===== config.mk =====
export PLATFORM = sky130hd
export DESIGN_NAME = version_constraint_parser
export DESIGN_NICKNAME = d
export VERILOG_FILES = /design/src/rtl/core/vcp_pkg.sv /design/src/rtl/core/vcp_ram.sv /design/src/rtl/core/vcp_front.sv /design/src/rtl/core/vcp_queue.sv /design/src/rtl/core/vcp_back.sv /design/src/rtl/core/version_constraint_parser.sv
export SDC_FILE = /design/constraint.sdc
export NUM_CORES = 1
export LEC_CHECK = 0
export BUFFER_PORTS_ARGS = -buffer_cell sky130_fd_sc_hd__buf_4
export CAP_MARGIN = 30
export CORE_MARGIN = 8
export CORE_UTILIZATION = 65
export DETAILED_ROUTE_END_ITERATION = 8
export PLACE_DENSITY = 0.83
export RECOVER_POWER = 25
export REMOVE_ABC_BUFFERS = 1
export SYNTH_ARGS = -nofsm -noshare
export SYNTH_HDL_FRONTEND = slang
export SYNTH_SLANG_ARGS = --single-unit
export TNS_END_PERCENT = 100

===== constraint.sdc =====
create_clock -name clk -period 15.8 [get_ports clk]
set_clock_uncertainty 0.15 [all_clocks]
set_input_delay 1.58 -clock clk [delete_from_list [all_inputs] [get_ports clk]]
set_output_delay 1.58 -clock clk [all_outputs]
set_load 0.01 [all_outputs]

===== src/rtl/core/vcp_pkg.sv =====
// ----------------------------------------------------------------------------
// vcp_pkg
// Shared types, codes and character classes of the version constraint parser.
// ----------------------------------------------------------------------------
`default_nettype none

package vcp_pkg;

  localparam int PRE_SIZE_DEF = 32;
  localparam int NUM_W        = 30;
  localparam int LEN_W        = 8;
  localparam int Q_DEPTH      = 2;
  localparam int ACC_W        = NUM_W + 4;

  localparam logic [ACC_W-1:0] NUM_LIMIT = ACC_W'(999999999);

  typedef enum logic [3:0] {
    PH_WS,
    PH_STAR,
    PH_GT,
    PH_MAJOR,
    PH_MINOR,
    PH_PATCH,
    PH_PRE,
    PH_ERR
  } ph_t;

  typedef enum logic [1:0] {
    BS_IDLE,
    BS_SUM,
    BS_CHR
  } bs_t;

  typedef logic [2:0] kind_t;

  localparam kind_t K_WILD  = 3'd0;
  localparam kind_t K_EXACT = 3'd1;
  localparam kind_t K_GTE   = 3'd2;
  localparam kind_t K_LT    = 3'd3;
  localparam kind_t K_CARET = 3'd4;
  localparam kind_t K_TILDE = 3'd5;

  localparam logic [7:0] CH_DOT   = 8'h2e;
  localparam logic [7:0] CH_DASH  = 8'h2d;
  localparam logic [7:0] CH_CARET = 8'h5e;
  localparam logic [7:0] CH_TILDE = 8'h7e;
  localparam logic [7:0] CH_STAR  = 8'h2a;
  localparam logic [7:0] CH_LT    = 8'h3c;
  localparam logic [7:0] CH_GT    = 8'h3e;
  localparam logic [7:0] CH_EQ    = 8'h3d;
  localparam logic [7:0] CH_ZERO  = 8'h30;

  typedef struct packed {
    logic             ok;
    kind_t            kind;
    logic [NUM_W-1:0] major;
    logic [NUM_W-1:0] minor;
    logic [NUM_W-1:0] patch;
    logic [LEN_W-1:0] len;
  } run_rec_t;

  typedef struct packed {
    logic     push;
    run_rec_t rec;
  } run_push_t;

  function automatic logic is_ws(input logic [7:0] c);
    return c inside {8'd32, [8'd9:8'd13]};
  endfunction

  function automatic logic is_digit(input logic [7:0] c);
    return c inside {[8'h30:8'h39]};
  endfunction

  function automatic logic is_pre_char(input logic [7:0] c);
    return c inside {[8'h30:8'h39], [8'h41:8'h5a], [8'h61:8'h7a], CH_DOT, CH_DASH};
  endfunction

endpackage

`default_nettype wire


===== src/rtl/core/vcp_ram.sv =====
// ----------------------------------------------------------------------------
// vcp_ram
// Generic single write port, single read port RAM with registered read data.
// ----------------------------------------------------------------------------
`default_nettype none

module vcp_ram #(
  parameter int WIDTH = 8,
  parameter int DEPTH = 32
) (
  input  wire logic                     clk,
  input  wire logic                     we,
  input  wire logic [$clog2(DEPTH)-1:0] waddr,
  input  wire logic [WIDTH-1:0]         wdata,
  input  wire logic                     re,
  input  wire logic [$clog2(DEPTH)-1:0] raddr,
  output logic      [WIDTH-1:0]         rdata
);

  logic [WIDTH-1:0] mem [DEPTH];
  logic [WIDTH-1:0] rdata_r;

  always_ff @(posedge clk) begin
    if (we) begin
      mem[waddr] <= wdata;
    end
    if (re) begin
      rdata_r <= mem[raddr];
    end
  end

  assign rdata = rdata_r;

endmodule

`default_nettype wire


===== src/rtl/core/vcp_front.sv =====
// ----------------------------------------------------------------------------
// vcp_front
// Character parser: classifies each character, accumulates the numbers,
// stores prerelease characters and pushes one run summary at end of text.
// ----------------------------------------------------------------------------
`default_nettype none

module vcp_front #(
  parameter int PRE_SIZE = vcp_pkg::PRE_SIZE_DEF
) (
  input  wire logic                        clk,
  input  wire logic                        rst_n,
  input  wire logic                        in_valid,
  output logic                             in_ready,
  input  wire logic [7:0]                  in_char_code,
  input  wire logic                        in_end_of_text,
  input  wire logic                        q_full,
  input  wire logic                        ram_busy,
  output vcp_pkg::run_push_t               push,
  output logic                             ram_we,
  output logic [$clog2(PRE_SIZE)-1:0]      ram_waddr,
  output logic [7:0]                       ram_wdata
);

  localparam int PCW = $clog2(PRE_SIZE);
  localparam logic [PCW-1:0] CNT_MAX = PCW'(PRE_SIZE - 1);

  vcp_pkg::ph_t             phase_r, phase_nxt;
  vcp_pkg::kind_t           kind_r, kind_nxt;
  logic [vcp_pkg::NUM_W-1:0] acc_r, acc_nxt;
  logic                     seen_r, seen_nxt;
  logic [vcp_pkg::NUM_W-1:0] major_r, major_nxt;
  logic [vcp_pkg::NUM_W-1:0] minor_r, minor_nxt;
  logic [PCW-1:0]           cnt_r, cnt_nxt;

  logic                     accept;
  logic [7:0]               dval;
  logic [vcp_pkg::ACC_W-1:0] acc_ext;
  logic [vcp_pkg::ACC_W-1:0] acc_mul;
  logic                     ok;

  assign in_ready  = !q_full && !(phase_r == vcp_pkg::PH_PRE && ram_busy);
  assign accept    = in_valid && in_ready;
  assign dval      = in_char_code - vcp_pkg::CH_ZERO;
  assign acc_ext   = vcp_pkg::ACC_W'(acc_r);
  assign acc_mul   = (acc_ext << 3) + (acc_ext << 1) + vcp_pkg::ACC_W'(dval[3:0]);
  assign ram_waddr = cnt_r;
  assign ram_wdata = in_char_code;

  always_comb begin
    phase_nxt = phase_r;
    kind_nxt  = kind_r;
    acc_nxt   = acc_r;
    seen_nxt  = seen_r;
    major_nxt = major_r;
    minor_nxt = minor_r;
    cnt_nxt   = cnt_r;
    ram_we    = 1'b0;
    ok        = 1'b0;
    push      = '0;

    if (accept) begin
      case (phase_r)
        vcp_pkg::PH_WS: begin
          if (vcp_pkg::is_ws(in_char_code)) begin
            phase_nxt = vcp_pkg::PH_WS;
          end else if (in_char_code == vcp_pkg::CH_STAR) begin
            kind_nxt  = vcp_pkg::K_WILD;
            phase_nxt = vcp_pkg::PH_STAR;
          end else if (in_char_code == vcp_pkg::CH_CARET) begin
            kind_nxt  = vcp_pkg::K_CARET;
            phase_nxt = vcp_pkg::PH_MAJOR;
          end else if (in_char_code == vcp_pkg::CH_TILDE) begin
            kind_nxt  = vcp_pkg::K_TILDE;
            phase_nxt = vcp_pkg::PH_MAJOR;
          end else if (in_char_code == vcp_pkg::CH_GT) begin
            kind_nxt  = vcp_pkg::K_EXACT;
            phase_nxt = vcp_pkg::PH_GT;
          end else if (in_char_code == vcp_pkg::CH_LT) begin
            kind_nxt  = vcp_pkg::K_LT;
            phase_nxt = vcp_pkg::PH_MAJOR;
          end else if (vcp_pkg::is_digit(in_char_code)) begin
            kind_nxt  = vcp_pkg::K_EXACT;
            acc_nxt   = vcp_pkg::NUM_W'(dval[3:0]);
            seen_nxt  = 1'b1;
            phase_nxt = vcp_pkg::PH_MAJOR;
          end else begin
            kind_nxt  = vcp_pkg::K_EXACT;
            phase_nxt = vcp_pkg::PH_ERR;
          end
        end
        vcp_pkg::PH_STAR: begin
          kind_nxt  = vcp_pkg::K_EXACT;
          phase_nxt = vcp_pkg::PH_ERR;
        end
        vcp_pkg::PH_GT: begin
          if (in_char_code == vcp_pkg::CH_EQ) begin
            kind_nxt  = vcp_pkg::K_GTE;
            phase_nxt = vcp_pkg::PH_MAJOR;
          end else begin
            phase_nxt = vcp_pkg::PH_ERR;
          end
        end
        vcp_pkg::PH_MAJOR, vcp_pkg::PH_MINOR, vcp_pkg::PH_PATCH: begin
          if (vcp_pkg::is_digit(in_char_code)) begin
            if (acc_mul > vcp_pkg::NUM_LIMIT) begin
              phase_nxt = vcp_pkg::PH_ERR;
            end else begin
              acc_nxt  = acc_mul[vcp_pkg::NUM_W-1:0];
              seen_nxt = 1'b1;
            end
          end else if (in_char_code == vcp_pkg::CH_DOT && seen_r &&
                       phase_r == vcp_pkg::PH_MAJOR) begin
            major_nxt = acc_r;
            acc_nxt   = '0;
            seen_nxt  = 1'b0;
            phase_nxt = vcp_pkg::PH_MINOR;
          end else if (in_char_code == vcp_pkg::CH_DOT && seen_r &&
                       phase_r == vcp_pkg::PH_MINOR) begin
            minor_nxt = acc_r;
            acc_nxt   = '0;
            seen_nxt  = 1'b0;
            phase_nxt = vcp_pkg::PH_PATCH;
          end else if (in_char_code == vcp_pkg::CH_DASH && seen_r &&
                       phase_r == vcp_pkg::PH_PATCH) begin
            cnt_nxt   = '0;
            phase_nxt = vcp_pkg::PH_PRE;
          end else begin
            phase_nxt = vcp_pkg::PH_ERR;
          end
        end
        vcp_pkg::PH_PRE: begin
          if (cnt_r >= CNT_MAX || !vcp_pkg::is_pre_char(in_char_code)) begin
            phase_nxt = vcp_pkg::PH_ERR;
          end else begin
            ram_we  = 1'b1;
            cnt_nxt = cnt_r + PCW'(1);
          end
        end
        default: begin
          phase_nxt = phase_r;
        end
      endcase

      if (in_end_of_text) begin
        ok = (phase_nxt == vcp_pkg::PH_STAR) ||
             (phase_nxt == vcp_pkg::PH_PATCH && seen_nxt) ||
             (phase_nxt == vcp_pkg::PH_PRE && cnt_nxt != '0);
        push.push      = 1'b1;
        push.rec.ok    = ok;
        push.rec.kind  = (phase_nxt == vcp_pkg::PH_WS) ? vcp_pkg::K_EXACT : kind_nxt;
        push.rec.major = (ok && phase_nxt != vcp_pkg::PH_STAR) ? major_nxt : '0;
        push.rec.minor = (ok && phase_nxt != vcp_pkg::PH_STAR) ? minor_nxt : '0;
        push.rec.patch = (ok && phase_nxt != vcp_pkg::PH_STAR) ? acc_nxt : '0;
        push.rec.len   = (ok && phase_nxt == vcp_pkg::PH_PRE) ?
                         vcp_pkg::LEN_W'(cnt_nxt) : '0;
        // end of run: back to the reset state
        phase_nxt = vcp_pkg::PH_WS;
        kind_nxt  = vcp_pkg::K_WILD;
        acc_nxt   = '0;
        seen_nxt  = 1'b0;
        major_nxt = '0;
        minor_nxt = '0;
        cnt_nxt   = '0;
      end
    end
  end

  always_ff @(posedge clk) begin
    if (!rst_n) begin
      phase_r <= vcp_pkg::PH_WS;
      kind_r  <= vcp_pkg::K_WILD;
      acc_r   <= '0;
      seen_r  <= 1'b0;
      major_r <= '0;
      minor_r <= '0;
      cnt_r   <= '0;
    end else begin
      phase_r <= phase_nxt;
      kind_r  <= kind_nxt;
      acc_r   <= acc_nxt;
      seen_r  <= seen_nxt;
      major_r <= major_nxt;
      minor_r <= minor_nxt;
      cnt_r   <= cnt_nxt;
    end
  end

endmodule

`default_nettype wire


===== src/rtl/core/vcp_queue.sv =====
// ----------------------------------------------------------------------------
// vcp_queue
// Short first-in first-out queue of run summaries between parser and emitter.
// ----------------------------------------------------------------------------
`default_nettype none

module vcp_queue (
  input  wire logic                clk,
  input  wire logic                rst_n,
  input  wire vcp_pkg::run_push_t  push,
  input  wire logic                pop,
  output vcp_pkg::run_rec_t        head,
  output logic                     full,
  output logic                     empty
);

  localparam int PW = (vcp_pkg::Q_DEPTH > 1) ? $clog2(vcp_pkg::Q_DEPTH) : 1;
  localparam int CW = $clog2(vcp_pkg::Q_DEPTH + 1);

  vcp_pkg::run_rec_t entry_r [vcp_pkg::Q_DEPTH];
  logic [PW-1:0]     wr_ptr_r, wr_ptr_nxt;
  logic [PW-1:0]     rd_ptr_r, rd_ptr_nxt;
  logic [CW-1:0]     count_r, count_nxt;
  logic              do_push, do_pop;

  assign full    = (count_r == CW'(vcp_pkg::Q_DEPTH));
  assign empty   = (count_r == '0);
  assign do_push = push.push && !full;
  assign do_pop  = pop && !empty;
  assign head    = entry_r[rd_ptr_r];

  always_comb begin
    wr_ptr_nxt = wr_ptr_r;
    rd_ptr_nxt = rd_ptr_r;
    count_nxt  = count_r;
    if (do_push) begin
      wr_ptr_nxt = (wr_ptr_r == PW'(vcp_pkg::Q_DEPTH - 1)) ? '0 : wr_ptr_r + PW'(1);
    end
    if (do_pop) begin
      rd_ptr_nxt = (rd_ptr_r == PW'(vcp_pkg::Q_DEPTH - 1)) ? '0 : rd_ptr_r + PW'(1);
    end
    if (do_push && !do_pop) begin
      count_nxt = count_r + CW'(1);
    end else if (do_pop && !do_push) begin
      count_nxt = count_r - CW'(1);
    end
  end

  always_ff @(posedge clk) begin
    if (do_push) begin
      entry_r[wr_ptr_r] <= push.rec;
    end
  end

  always_ff @(posedge clk) begin
    if (!rst_n) begin
      wr_ptr_r <= '0;
      rd_ptr_r <= '0;
      count_r  <= '0;
    end else begin
      wr_ptr_r <= wr_ptr_nxt;
      rd_ptr_r <= rd_ptr_nxt;
      count_r  <= count_nxt;
    end
  end

endmodule

`default_nettype wire


===== src/rtl/core/vcp_back.sv =====
// ----------------------------------------------------------------------------
// vcp_back
// Result emitter: sends the run summary, then reads the prerelease characters
// back from the buffer one per cycle while out_ready is high.
// ----------------------------------------------------------------------------
`default_nettype none

module vcp_back #(
  parameter int PRE_SIZE = vcp_pkg::PRE_SIZE_DEF
) (
  input  wire logic                           clk,
  input  wire logic                           rst_n,
  input  wire logic                           q_empty,
  input  wire vcp_pkg::run_rec_t              q_head,
  output logic                                q_pop,
  output logic                                ram_re,
  output logic [$clog2(PRE_SIZE)-1:0]         ram_raddr,
  input  wire logic [7:0]                     ram_rdata,
  output logic                                busy,
  output logic                                out_valid,
  input  wire logic                           out_ready,
  output logic                                out_item_type,
  output logic                                out_valid_res,
  output logic [2:0]                          out_constraint_kind,
  output logic [vcp_pkg::NUM_W-1:0]           out_major_num,
  output logic [vcp_pkg::NUM_W-1:0]           out_minor_num,
  output logic [vcp_pkg::NUM_W-1:0]           out_patch_num,
  output logic [4:0]                          out_pre_length,
  output logic [7:0]                          out_pre_char,
  output logic                                out_final_item
);

  localparam int PCW = $clog2(PRE_SIZE);

  vcp_pkg::bs_t      state_r, state_nxt;
  vcp_pkg::run_rec_t rec_r, rec_nxt;
  logic [PCW-1:0]    idx_r, idx_nxt;
  logic              last_chr;

  assign last_chr = ((vcp_pkg::LEN_W + 1)'(idx_r) + (vcp_pkg::LEN_W + 1)'(1)) ==
                    (vcp_pkg::LEN_W + 1)'(rec_r.len);
  assign busy     = (state_r != vcp_pkg::BS_IDLE);

  assign out_valid           = (state_r == vcp_pkg::BS_SUM) || (state_r == vcp_pkg::BS_CHR);
  assign out_item_type       = (state_r == vcp_pkg::BS_CHR);
  assign out_valid_res       = rec_r.ok;
  assign out_constraint_kind = rec_r.kind;
  assign out_major_num       = rec_r.major;
  assign out_minor_num       = rec_r.minor;
  assign out_patch_num       = rec_r.patch;
  assign out_pre_length      = rec_r.len[4:0];
  assign out_pre_char        = (state_r == vcp_pkg::BS_CHR) ? ram_rdata : 8'd0;
  assign out_final_item      = (state_r == vcp_pkg::BS_CHR) ? last_chr : (rec_r.len == '0);

  always_comb begin
    state_nxt = state_r;
    rec_nxt   = rec_r;
    idx_nxt   = idx_r;
    q_pop     = 1'b0;
    ram_re    = 1'b0;
    ram_raddr = '0;
    case (state_r)
      vcp_pkg::BS_IDLE: begin
        if (!q_empty) begin
          q_pop     = 1'b1;
          rec_nxt   = q_head;
          state_nxt = vcp_pkg::BS_SUM;
        end
      end
      vcp_pkg::BS_SUM: begin
        if (out_ready) begin
          if (rec_r.len == '0) begin
            state_nxt = vcp_pkg::BS_IDLE;
          end else begin
            ram_re    = 1'b1;
            ram_raddr = '0;
            idx_nxt   = '0;
            state_nxt = vcp_pkg::BS_CHR;
          end
        end
      end
      vcp_pkg::BS_CHR: begin
        if (out_ready) begin
          if (last_chr) begin
            state_nxt = vcp_pkg::BS_IDLE;
          end else begin
            ram_re    = 1'b1;
            ram_raddr = idx_r + PCW'(1);
            idx_nxt   = idx_r + PCW'(1);
          end
        end
      end
      default: begin
        state_nxt = vcp_pkg::BS_IDLE;
      end
    endcase
  end

  always_ff @(posedge clk) begin
    rec_r <= rec_nxt;
    idx_r <= idx_nxt;
  end

  always_ff @(posedge clk) begin
    if (!rst_n) begin
      state_r <= vcp_pkg::BS_IDLE;
    end else begin
      state_r <= state_nxt;
    end
  end

endmodule

`default_nettype wire


===== src/rtl/core/version_constraint_parser.sv =====
// ----------------------------------------------------------------------------
// version_constraint_parser
// Parses a version constraint string (operator, major.minor.patch and an
// optional prerelease) into one summary transaction and the prerelease
// characters.
//
//   channel  dir  handshake                fields
//   in_      in   in_valid / in_ready      char_code, end_of_text
//   out_     out  out_valid / out_ready    item_type, valid_res, constraint_kind,
//                                          major/minor/patch_num, pre_length,
//                                          pre_char, final_item
//
// one character is taken per cycle while the input is not stalled; the
// end-of-text character pushes a summary into a two-entry queue.
// the emitter loads a summary from the queue into its register, then sends the
// summary and one prerelease character per cycle while out_ready is high.
// input stalls while the queue is full, and on any character after a prerelease
// dash while an earlier run is still queued or being sent.
// synchronous active-low reset; no clearing pass, the buffer is only read
// where the same run wrote it.
// ----------------------------------------------------------------------------
`default_nettype none

module version_constraint_parser #(
  parameter int PRE_SIZE = vcp_pkg::PRE_SIZE_DEF
) (
  input  wire logic                  clk,
  input  wire logic                  rst_n,
  input  wire logic                  in_valid,
  output logic                       in_ready,
  input  wire logic [7:0]            in_char_code,
  input  wire logic                  in_end_of_text,
  output logic                       out_valid,
  input  wire logic                  out_ready,
  output logic                       out_item_type,
  output logic                       out_valid_res,
  output logic [2:0]                 out_constraint_kind,
  output logic [29:0]                out_major_num,
  output logic [29:0]                out_minor_num,
  output logic [29:0]                out_patch_num,
  output logic [4:0]                 out_pre_length,
  output logic [7:0]                 out_pre_char,
  output logic                       out_final_item
);

  localparam int PCW = $clog2(PRE_SIZE);

  vcp_pkg::run_push_t push;
  vcp_pkg::run_rec_t  q_head;
  logic               q_pop, q_full, q_empty;
  logic               ram_we, ram_re, back_busy, ram_busy;
  logic [PCW-1:0]     ram_waddr, ram_raddr;
  logic [7:0]         ram_wdata, ram_rdata;

  assign ram_busy = !q_empty || back_busy;

  vcp_front #(.PRE_SIZE(PRE_SIZE)) u_front (
    .clk            (clk),
    .rst_n          (rst_n),
    .in_valid       (in_valid),
    .in_ready       (in_ready),
    .in_char_code   (in_char_code),
    .in_end_of_text (in_end_of_text),
    .q_full         (q_full),
    .ram_busy       (ram_busy),
    .push           (push),
    .ram_we         (ram_we),
    .ram_waddr      (ram_waddr),
    .ram_wdata      (ram_wdata)
  );

  vcp_ram #(.WIDTH(8), .DEPTH(PRE_SIZE)) u_pre_ram (
    .clk   (clk),
    .we    (ram_we),
    .waddr (ram_waddr),
    .wdata (ram_wdata),
    .re    (ram_re),
    .raddr (ram_raddr),
    .rdata (ram_rdata)
  );

  vcp_queue u_queue (
    .clk   (clk),
    .rst_n (rst_n),
    .push  (push),
    .pop   (q_pop),
    .head  (q_head),
    .full  (q_full),
    .empty (q_empty)
  );

  vcp_back #(.PRE_SIZE(PRE_SIZE)) u_back (
    .clk                 (clk),
    .rst_n               (rst_n),
    .q_empty             (q_empty),
    .q_head              (q_head),
    .q_pop               (q_pop),
    .ram_re              (ram_re),
    .ram_raddr           (ram_raddr),
    .ram_rdata           (ram_rdata),
    .busy                (back_busy),
    .out_valid           (out_valid),
    .out_ready           (out_ready),
    .out_item_type       (out_item_type),
    .out_valid_res       (out_valid_res),
    .out_constraint_kind (out_constraint_kind),
    .out_major_num       (out_major_num),
    .out_minor_num       (out_minor_num),
    .out_patch_num       (out_patch_num),
    .out_pre_length      (out_pre_length),
    .out_pre_char        (out_pre_char),
    .out_final_item      (out_final_item)
  );

endmodule

`default_nettype wire


# After elaboration in Yosys (flattened, before gate mapping)
# Memory sizes are Yosys's and may differ from the RTL's. A register that Yosys moved wholly into a read port is not among the register bits.
# Cells that the tools add are included.
# word_totals
memories,2
mem_bits_rw,460
inputBits,13
output_inout_bits,111
elab_cells,221
ff_bits,114
# op_classes
n_eq_ne,29
n_addsub,10
n_reduce_logical,46
n_bitwise,1
n_lt_le_gt_ge,10
n_mux,111
# memory_table
name,words,width,rd,rd_ports_with_merged_regs,wr,line_no,source
u_pre_ram.mem,32,8,1,1,1,vcp_ram.sv:20,logic [WIDTH-1:0] mem [DEPTH];
u_queue.entry_r,2,102,1,1,1,vcp_queue.sv:20,vcp_pkg::run_rec_t entry_r [vcp_pkg::Q_DEPTH];
# op_table
operator,count
30-bit 2-to-1 mux,24
103-bit 2-to-1 mux,2
5-bit 2-to-1 mux,15
30-bit case mux with 2 select lines,1
"8-bit by 6-bit == test with 1-bit output, second input constant",7
4-bit 2-to-1 mux,13
33-bit by 31-bit adder with 34-bit output,1
34-bit by 4-bit adder with 34-bit output,1
"34-bit by 30-bit greater-than comparator with 1-bit output, second input constant",1
1-bit 2-to-1 mux,30
3-bit 2-to-1 mux,10
"4-bit by 3-bit == test with 1-bit output, second input constant",5
1-bit logical AND,20
4-bit case mux with 5 select lines,1
5-bit case mux with 2 select lines,2
"8-bit by 7-bit == test with 1-bit output, second input constant",2
"8-bit by 7-bit greater-or-equal comparator with 1-bit output, second input constant",2
"8-bit by 7-bit less-or-equal comparator with 1-bit output, second input constant",2
2-bit 2-to-1 mux,8
"5-bit by 1-bit adder with 5-bit output, second input constant",2
"2-bit inequality test, second input constant",5
5-bit nonzero test,2
9-bit by 8-bit == test with 1-bit output,1
3-bit case mux with 3 select lines,1
other kinds (30),49

# Longest topological paths before layout
# Gate-level depths: netlist (run 1).
# depth
ltp_word,24
depth_mapped,18
mapped_depth_nobuf,16

# Cells and area by module
# A second synthesis (run 1) with hierarchy kept.
# hier_totals
hier_cells,2094
hier_area_um2,30887.1
# by_module_without_submodules
module,n_inst,seq_area_each_um2,cells_each,area_per_inst_um2
vcp_ram,1,7927.6,417,10133.5
vcp_front,1,2062.0,1060,8645.8
vcp_queue,1,6226.0,342,7616.1
vcp_back,1,3253.1,274,4485.6
version_constraint_parser,1,0.0,1,6.3

# Least setup slack after synthesis (run 1)
# OpenSTA, ideal clock, no wires.
# synth_timing
path_type,input to register
startpoint,input in_end_of_text
endpoint,memory u_queue.entry_r[0][0] (netlist name) (enable)
slack_ps,8924
required_time_ps,15090
n_path_buf,1
path_stages,3
setup_ps,560
t_arrival_ps,6167
path_cell_list,clkbuf_1 nand2_1 nor2_1
# synth_via
elab_chain_cells,5
# synth_lines
item,line_no,source
from (decl),version_constraint_parser.sv:32,"input wire logic in_end_of_text,"
103-bit 2-to-1 mux,vcp_front.sv:145,if (in_end_of_text) begin
103-bit 2-to-1 mux,vcp_front.sv:62,if (accept) begin
1-bit logical AND,vcp_queue.sv:28,assign do_push = push.push && !full;
1-bit 2-to-1 mux,vcp_queue.sv:50,if (do_push) begin
1-bit 2-to-1 mux (implied by the code),vcp_queue.sv:51,entry_r[wr_ptr_r] <= push.rec;
to (decl),vcp_queue.sv:20,
# Every way passes these cells.

==> out/qor.yml, run 1 <==
drt-total-wl_um: 72500
hp-class: "register to register"
max_freq_ghz: 0.112
first_global_vias: 18700
crit_fanout: 50
hold_slack_ns: 0.374
rsz0062_at_grt: "false"
end_kind: "register"
root_buffer: "clkbuf_16"
grt_pass1_wl_um: 110000
avgSynthCellArea_um2: 13.6
row_count: 78
required_ns: 16.02
die_w_um: 228
die_h_um: 228
syn_area_um2: 29300
drt_iter0_markers: 2373
grt_max_degree: 80
finalHoldViolCount: 0
sequentialPowerShare_pct: 48.8
antenna_found_initial: 2
critical_path.slowest_cell: "clkbuf_1"
fin_cells: 2894
cp.buffers_inverters: 3
dr_total_vias: 19100
p_leak_uw: 0.0110
postRouteAntennaNets: 0
p_per_area_nw_per_um2: 139
io_pins: 124
clk_latency_ns: 0.64
drv_slew: 456
cp_slowest_stage_delay_ns: 1.15
violations: "max-capacitance violations, max-slew violations"
final_net_count: 2324
final_cell_mix: "edfxtp_1 (566), nand2_1 (198), buf_4 (134)"
syn_inst: 2154
drc: 0
cts_buffers: 61
dr.pass1.iters: 6
switchingPower_uw: 1190
p_comb_share_pct: 17.3
die-area_um2: 52200
ir_drop_mv: 0.178
area_growth_pct: 12.3
synth_edf_count: 566
placedCellCount: 2776
fin_crit_ns: 8.96
core_region_area_um2: 45000
dominantRegCellSynth: "edfxtp_1"
status: "finished, violations left"
clockBufferDepth: 3
cts_tree: "yes"
max_slew_margin_pct: -166
postLayoutCoreUtil_pct: 73.2
portBuffers: 123
grt-ovfl-total: 0
swShare_pct: 26.0
grt_use_total_pct: 26.9
yosysWarnings: 0
gp_congestion: 0.953
clkPwrFrac_pct: 33.9
clock-sinks: 675
hpwl_um: 45600
drive_gt1_share_pct: 18.1
power_uw: 4580
clkTransAtPathRegs_ns: 0.07
cts-hold-fix-buffers: 0
tightest_slew_ns: 3.99
drt-vias-per-instance: 6.59
post-cts-setup-buffer-count: 0
synth_top_area_share_pct: 58.0
crit_chain: "clkbuf_1 > inv_1 > fa_1 > fa_1 > and2b_1 > o2111ai_1 > a21o_1 > a21o_1 > xnor2_1 > o311ai_1 > a2111o_1 > a2111oi_4 > o21ai_0 > nor3_1 > a211o_2 > buf_4 > and3b_1"
yosys.area.top_type: "edfxtp_1"
post_cts_resized: 0
initial_core_util_pct: 65.2
ys_seq_elements: 675
finalSetupTns_ns: 0
final_common_cell: "edfxtp_1"
wl_per_cell_um: 25.1
netlist_top_cells_area: "edfxtp_1 (58%), dfxtp_1 (7.4%), mux2_2 (4.1%), mux4_2 (3.7%), ha_1 (2.9%)"
worstPathArrival_ns: 9.19
async_reset_ff_share_pct: 0
finalSetupViolations: 0
seq_area_frac_synth_pct: 65.4
crit_family: "compound AO/OA/AOI/OAI gates"
h-tree-depth: 2
cp-start-kind: "input pin"
n_fill_cell: 2750
ys_types: 78
maxCapViolations: 11
period_share_pct: 56.7
power.internal_uw: 3390
worstSetupPathType: "input pin to register"
-- Yosys cell counts (all sizes together) (3+ instances only) --
cell and instances:
nand2b 10, nor2 112, a22oi 84, o31a 4, and3 10, a31oi 10, nand3b 4, buf 19
o21a 6, edfxtp 566, dfxtp 109, a21oi 125, a22o 30, a211oi 5, and2 23, inv 29
xor2 15, o31ai 8, xnor2 21, nor2b 70, a21boi 8, nand3 22, clkbuf 105, a32o 3
nand4 8, a21o 12, o41ai 3, ha 69, o21bai 4, nor4 4, or3 76, or2 4
mux4 48, o211ai 40, a221oi 3, nor3 21, o21ai 111, o2bb2ai 3, nor3b 4, mux2 108
and3b 4, nand2 199
-- power groups by stage --
stage          combinational (uW)  clock (uW)  sequential (uW)
2_1_floorplan                 367           0             2330
3_3_place_gp                  754           0             2260
3_5_place_dp                  773           0             2270
4_1_cts                       785        1560             2230
5_1_grt                       844        1630             2250
6_report                      794        1550             2230
-- worst paths after layout --
check,startpoint,end,slack (ns),cells after the start
worst max-delay path,in_char_code[3],u_queue.entry_r[0][9],6.84,17
worst min-delay path,u_front.major_r[12],u_front.major_r[12],0.37,2
worst max register to register,u_front.acc_r[0],u_queue.entry_r[0][9],8.88,16
worst min register to register,u_front.major_r[12],u_front.major_r[12],0.37,2
-- stage by stage --
| step | setup slack (ns) | cell area [um2] |
|---|---|---|
| 5_1_grt | 6.44 | 32900 |
| 4_1_cts | 8.12 | 33000 |
| 2_1_floorplan | 8.56 | 28800 |
| 3_3_place_gp | 7.69 | 30700 |
| 3_5_place_dp | 7.46 | 30800 |
| 6_report | 6.84 | 32900 |
-- worst min-delay path, stage by stage, from the launching register on --
cell and delay, ns:
dfxtp_1 0.33, a22oi_1 0.06, nor2b_1 0.09
-- registers in the layout (all words and copies together) (netlist names), 8 cells and up --
signal                flops
u_back.out_patch_num     30
u_back.out_major_num     30
u_queue.entry_r         198
u_front.minor_r          30
u_front.major_r          30
u_front.acc_r            30
u_pre_ram.mem           256
u_pre_ram.rdata           8
u_back.out_minor_num     30
-- area by class of cell --
class / instances / area [um2] / share of cell area, %
Sequential cell: 675 / 19200 / 58.2
Multi-Input combinational cell: 1326 / 9630 / 29.2
Clock buffer: 70 / 1590 / 4.83
Timing Repair Buffer: 147 / 1140 / 3.47
Tap cell: 600 / 751 / 2.28
Clock inverter: 46 / 531 / 1.61
Inverter: 29 / 110 / 0.334
Antenna cell: 1 / 2.50 / 0.00760
-- cell families (layout without fill, tap and decap cells) --
kind of cell	Yosys count	in the layout	share of synthesized area [%]
flops	675	675	65.4
simple gates	581	581	9.79
compound gates	481	481	10.8
mux	157	157	7.87
buf+inv	153	292	2.01
fa+ha+maj	71	71	3.08
xor+xnor	36	36	1.08
other cells	0	1	0
-- metal layers --
metal / track usage (%) / part of all wire [%]
met1: 36.7 / 40
met2: 41.7 / 46
met3: 8.54 / 11
met4: 7.50 / 2.2
met5: 0 / 0.018
Note: power is estimated with default switching activity, not from simulation.
==> run 2, diff against run 1 <==
--- a/config.mk
+++ b/config.mk
@@ -5,12 +5,13 @@
 export SDC_FILE = /design/constraint.sdc
 export NUM_CORES = 1
 export LEC_CHECK = 0
+export ABC_AREA = 1
 export BUFFER_PORTS_ARGS = -buffer_cell sky130_fd_sc_hd__buf_4
 export CAP_MARGIN = 30
 export CORE_MARGIN = 8
-export CORE_UTILIZATION = 65
+export CORE_UTILIZATION = 62
 export DETAILED_ROUTE_END_ITERATION = 8
-export PLACE_DENSITY = 0.83
+export PLACE_DENSITY = 0.8
 export RECOVER_POWER = 25
 export REMOVE_ABC_BUFFERS = 1
 export SYNTH_ARGS = -nofsm -noshare
==> constraint.sdc (replaced) <==
create_clock -name clk -period 9 [get_ports clk]
set_clock_uncertainty 0.15 [all_clocks]
set_input_delay 0.9 -clock clk [delete_from_list [all_inputs] [get_ports clk]]
set_output_delay 0.9 -clock clk [all_outputs]
set_load 0.01 [all_outputs]
==> run 2 against run 1 <==
Via count grew 30%. Power grew 100%. Global-route usage grew 0.68 points. Sequential cell count is the same. Combinational power grew to 3.0 times the previous value. Critical path depth grew 8. Non-clock buffer count grew 9. Clock power grew 90%. Synthesized cell count grew 57%. The flow still finishes with violations (max-capacitance violations, max-slew violations). Synthesized area grew 12%.
==> out/qor.yml, run 2 <==
met2_length_um: 41700
startpoint: "in_char_code[3]"
final_net_count: 3536
syn_inst: 3391
fin_crit_ns: 6.71
cpMostUsedCell: "nand2_1"
violations: "max-capacitance violations, max-slew violations"
clkTransAtPathRegs_ns: 0.06
top_layer_used: "met5"
ir_drop_mv: 0.204
max_slew_margin_pct: -91.3
period_share_pct: 74.5
status: "finished, violations left"
cts_tree: "yes"
h-tree-depth: 3
async_reset_ff_share_pct: 0
grt_use_total_pct: 27.6
finalSetupViolations: 0
drt-vias-per-instance: 5.91
io_pins: 124
grt-ovfl-total: 0
first_global_vias: 24100
finalHoldViolCount: 0
worstHoldStart: "u_front.minor_r[9]"
portBuffers: 123
drt_iter0_markers: 2805
max_freq_ghz: 0.149
area_growth_pct: 11.0
critical_path.slowest_cell: "clkbuf_1"
drt-met1-wl_um: 35300
root_buffer: "clkbuf_16"
postRouteAntennaNets: 0
dr_total_vias: 24800
drive_gt1_share_pct: 14.8
wl_per_cell_um: 20.3
dominantRegCellSynth: "edfxtp_1"
p_leak_uw: 0.0134
regMostFlops: "u_pre_ram.mem"
cp_slowest_stage_delay_ns: 1.10
hp-class: "register to register"
seq_area_frac_synth_pct: 58.5
reg.largest.list: "u_pre_ram.mem (256), u_queue.entry_r (198)"
clk_latency_ns: 0.62
final_common_cell: "nand2_1"
clockBufferDepth: 3
placed_cell_area_um2: 34200
p_per_area_nw_per_um2: 256
clock-sinks: 675
worstSetupPathType: "input pin to register"
maxCapViolations: 11
gp_congestion: 0.924
finalSetupTns_ns: 0
synth_common_cells: "nand2_1 (1,046), edfxtp_1 (566), inv_1 (247), nand3_1 (186), o21ai_0 (157)"
ys_types: 56
largest_reg_flops: 256
rr_startpoint: "u_front.acc_r[0]"
seq_area_um2: 19200
cts_buffers: 69
yosysWarnings: 0
die_h_um: 246
die-area_um2: 60500
postLayoutCoreUtil_pct: 69.4
drt-total-wl_um: 85200
antenna_found_initial: 2
rsz0062_at_grt: "false"
hpwl_um: 55900
grt_max_degree: 90
worstPathArrival_ns: 6.88
multi_input_area_um2: 11900
avgSynthCellArea_um2: 9.67
synth_top_area_share_pct: 51.8
final_cell_mix: "nand2_1 (1,044), edfxtp_1 (566), inv_1 (244)"
cp-start-kind: "input pin"
n_fill_cell: 3799
post-cts-setup-buffer-count: 0
grt_pass1_wl_um: 133000
fin_area_um2: 36400
die_w_um: 246
ys_seq_elements: 675
end_kind: "register"
num_antenna_cells: 0
post_cts_resized: 0
row_count: 84
syn_area_um2: 32800
dr.pass1.iters: 6
required_ns: 9.17
core_region_area_um2: 52400
tightest_slew_ns: 2.87
yosysMostFrequentCell: "nand2_1"
drv_slew: 441
initial_core_util_pct: 62.5
yosys.area.top_type: "edfxtp_1"
wl_met3_um: 6340
crit_fanout: 51
synth_edf_count: 566
netlist_top_cells_area: "edfxtp_1 (52%), nand2_1 (12%), dfxtp_1 (6.7%), o211ai_1 (3.0%), nand3_1 (2.8%)"
drc: 0
cts-hold-fix-buffers: 0
[run 2: cell types whose count changed after synthesis, moves of 33 or more]
| cell | delta |
|---|---|
| nand2_1 | +847 |
| inv_1 | +218 |
| nand3_1 | +164 |
| or2_2 | +122 |
| mux2_2 | -108 |
| o211ai_1 | +89 |
| a22oi_1 | -82 |
| or3_1 | -76 |
| nor2b_1 | -70 |
| nor2_4 | +65 |
| o21ai_0 | +51 |
| mux4_2 | -48 |
| nor2_2 | +37 |
| nor2_1 | +33 |
[run 2: path summary, 6_finish.rpt]
kind,slack (ns),to,cells past startpoint
min reg2reg,0.32,u_front.minor_r[9],2
min,0.32,u_front.minor_r[9],2
max,2.29,u_queue.entry_r[1][48],25
max reg2reg,3.42,u_queue.entry_r[1][48],24
[run 2: kinds of logic (layout without fill, tap and decap cells)]
family          after synthesis  count (layout)  synth area share (%)
simple gates               1689            1689                  23.5
compound gates              510             510                  9.28
fa+ha+maj                    71              71                  2.75
buf+inv                     429             546                  5.52
xor+xnor                     17              17                 0.477
flops                       675             675                  58.5
[run 2: stage by stage]
step | worst slack [ns] | hold WS [ns] | cells | total power [uW]
3_5_place_dp | 2.66 | 0.305 | 4069 | 6430
6_report | 2.29 | 0.316 | 4196 | 9320
2_1_floorplan | 0.542 | 0.292 | 3225 | 5470
5_1_grt | 1.75 | 0.327 | 4196 | 9720
3_3_place_gp | 2.86 | 0.300 | 4066 | 6350
4_1_cts | 3.30 | 0.315 | 4196 | 9370
[run 2: critical path, delay by kind of cell]
kind | cells | cell delay [ns]
AND/OR/NAND/NOR | 18 | 2.41
buffers and inverters | 4 | 2.21
adder cells (fa/ha/maj) | 2 | 1.14
AO/OA/AOI/OAI | 1 | 0.17
[run 2: per-layer routing]
layer	GRT usage [%]	vias up
met5	0	-
met3	4.46	141
met2	46.2	1081
met1	37.1	12000
met4	8.10	2
li1	-	11600
[run 2: final cells by class]
type | count | share of cell area, %
Sequential cell | 675 | 52.7
Multi-Input combinational cell | 2287 | 32.6
Clock buffer | 85 | 5.02
Timing Repair Buffer | 156 | 3.21
Inverter | 263 | 2.72
Tap cell | 688 | 2.36
Clock inverter | 42 | 1.41
[run 2: report_power, final]
group          internal (uW)  total, uW  switching [uW]
registers               3850       4000             152
logic                    758       2370            1620
clock network           1730       2950            1220
total                   6330       9320            2990
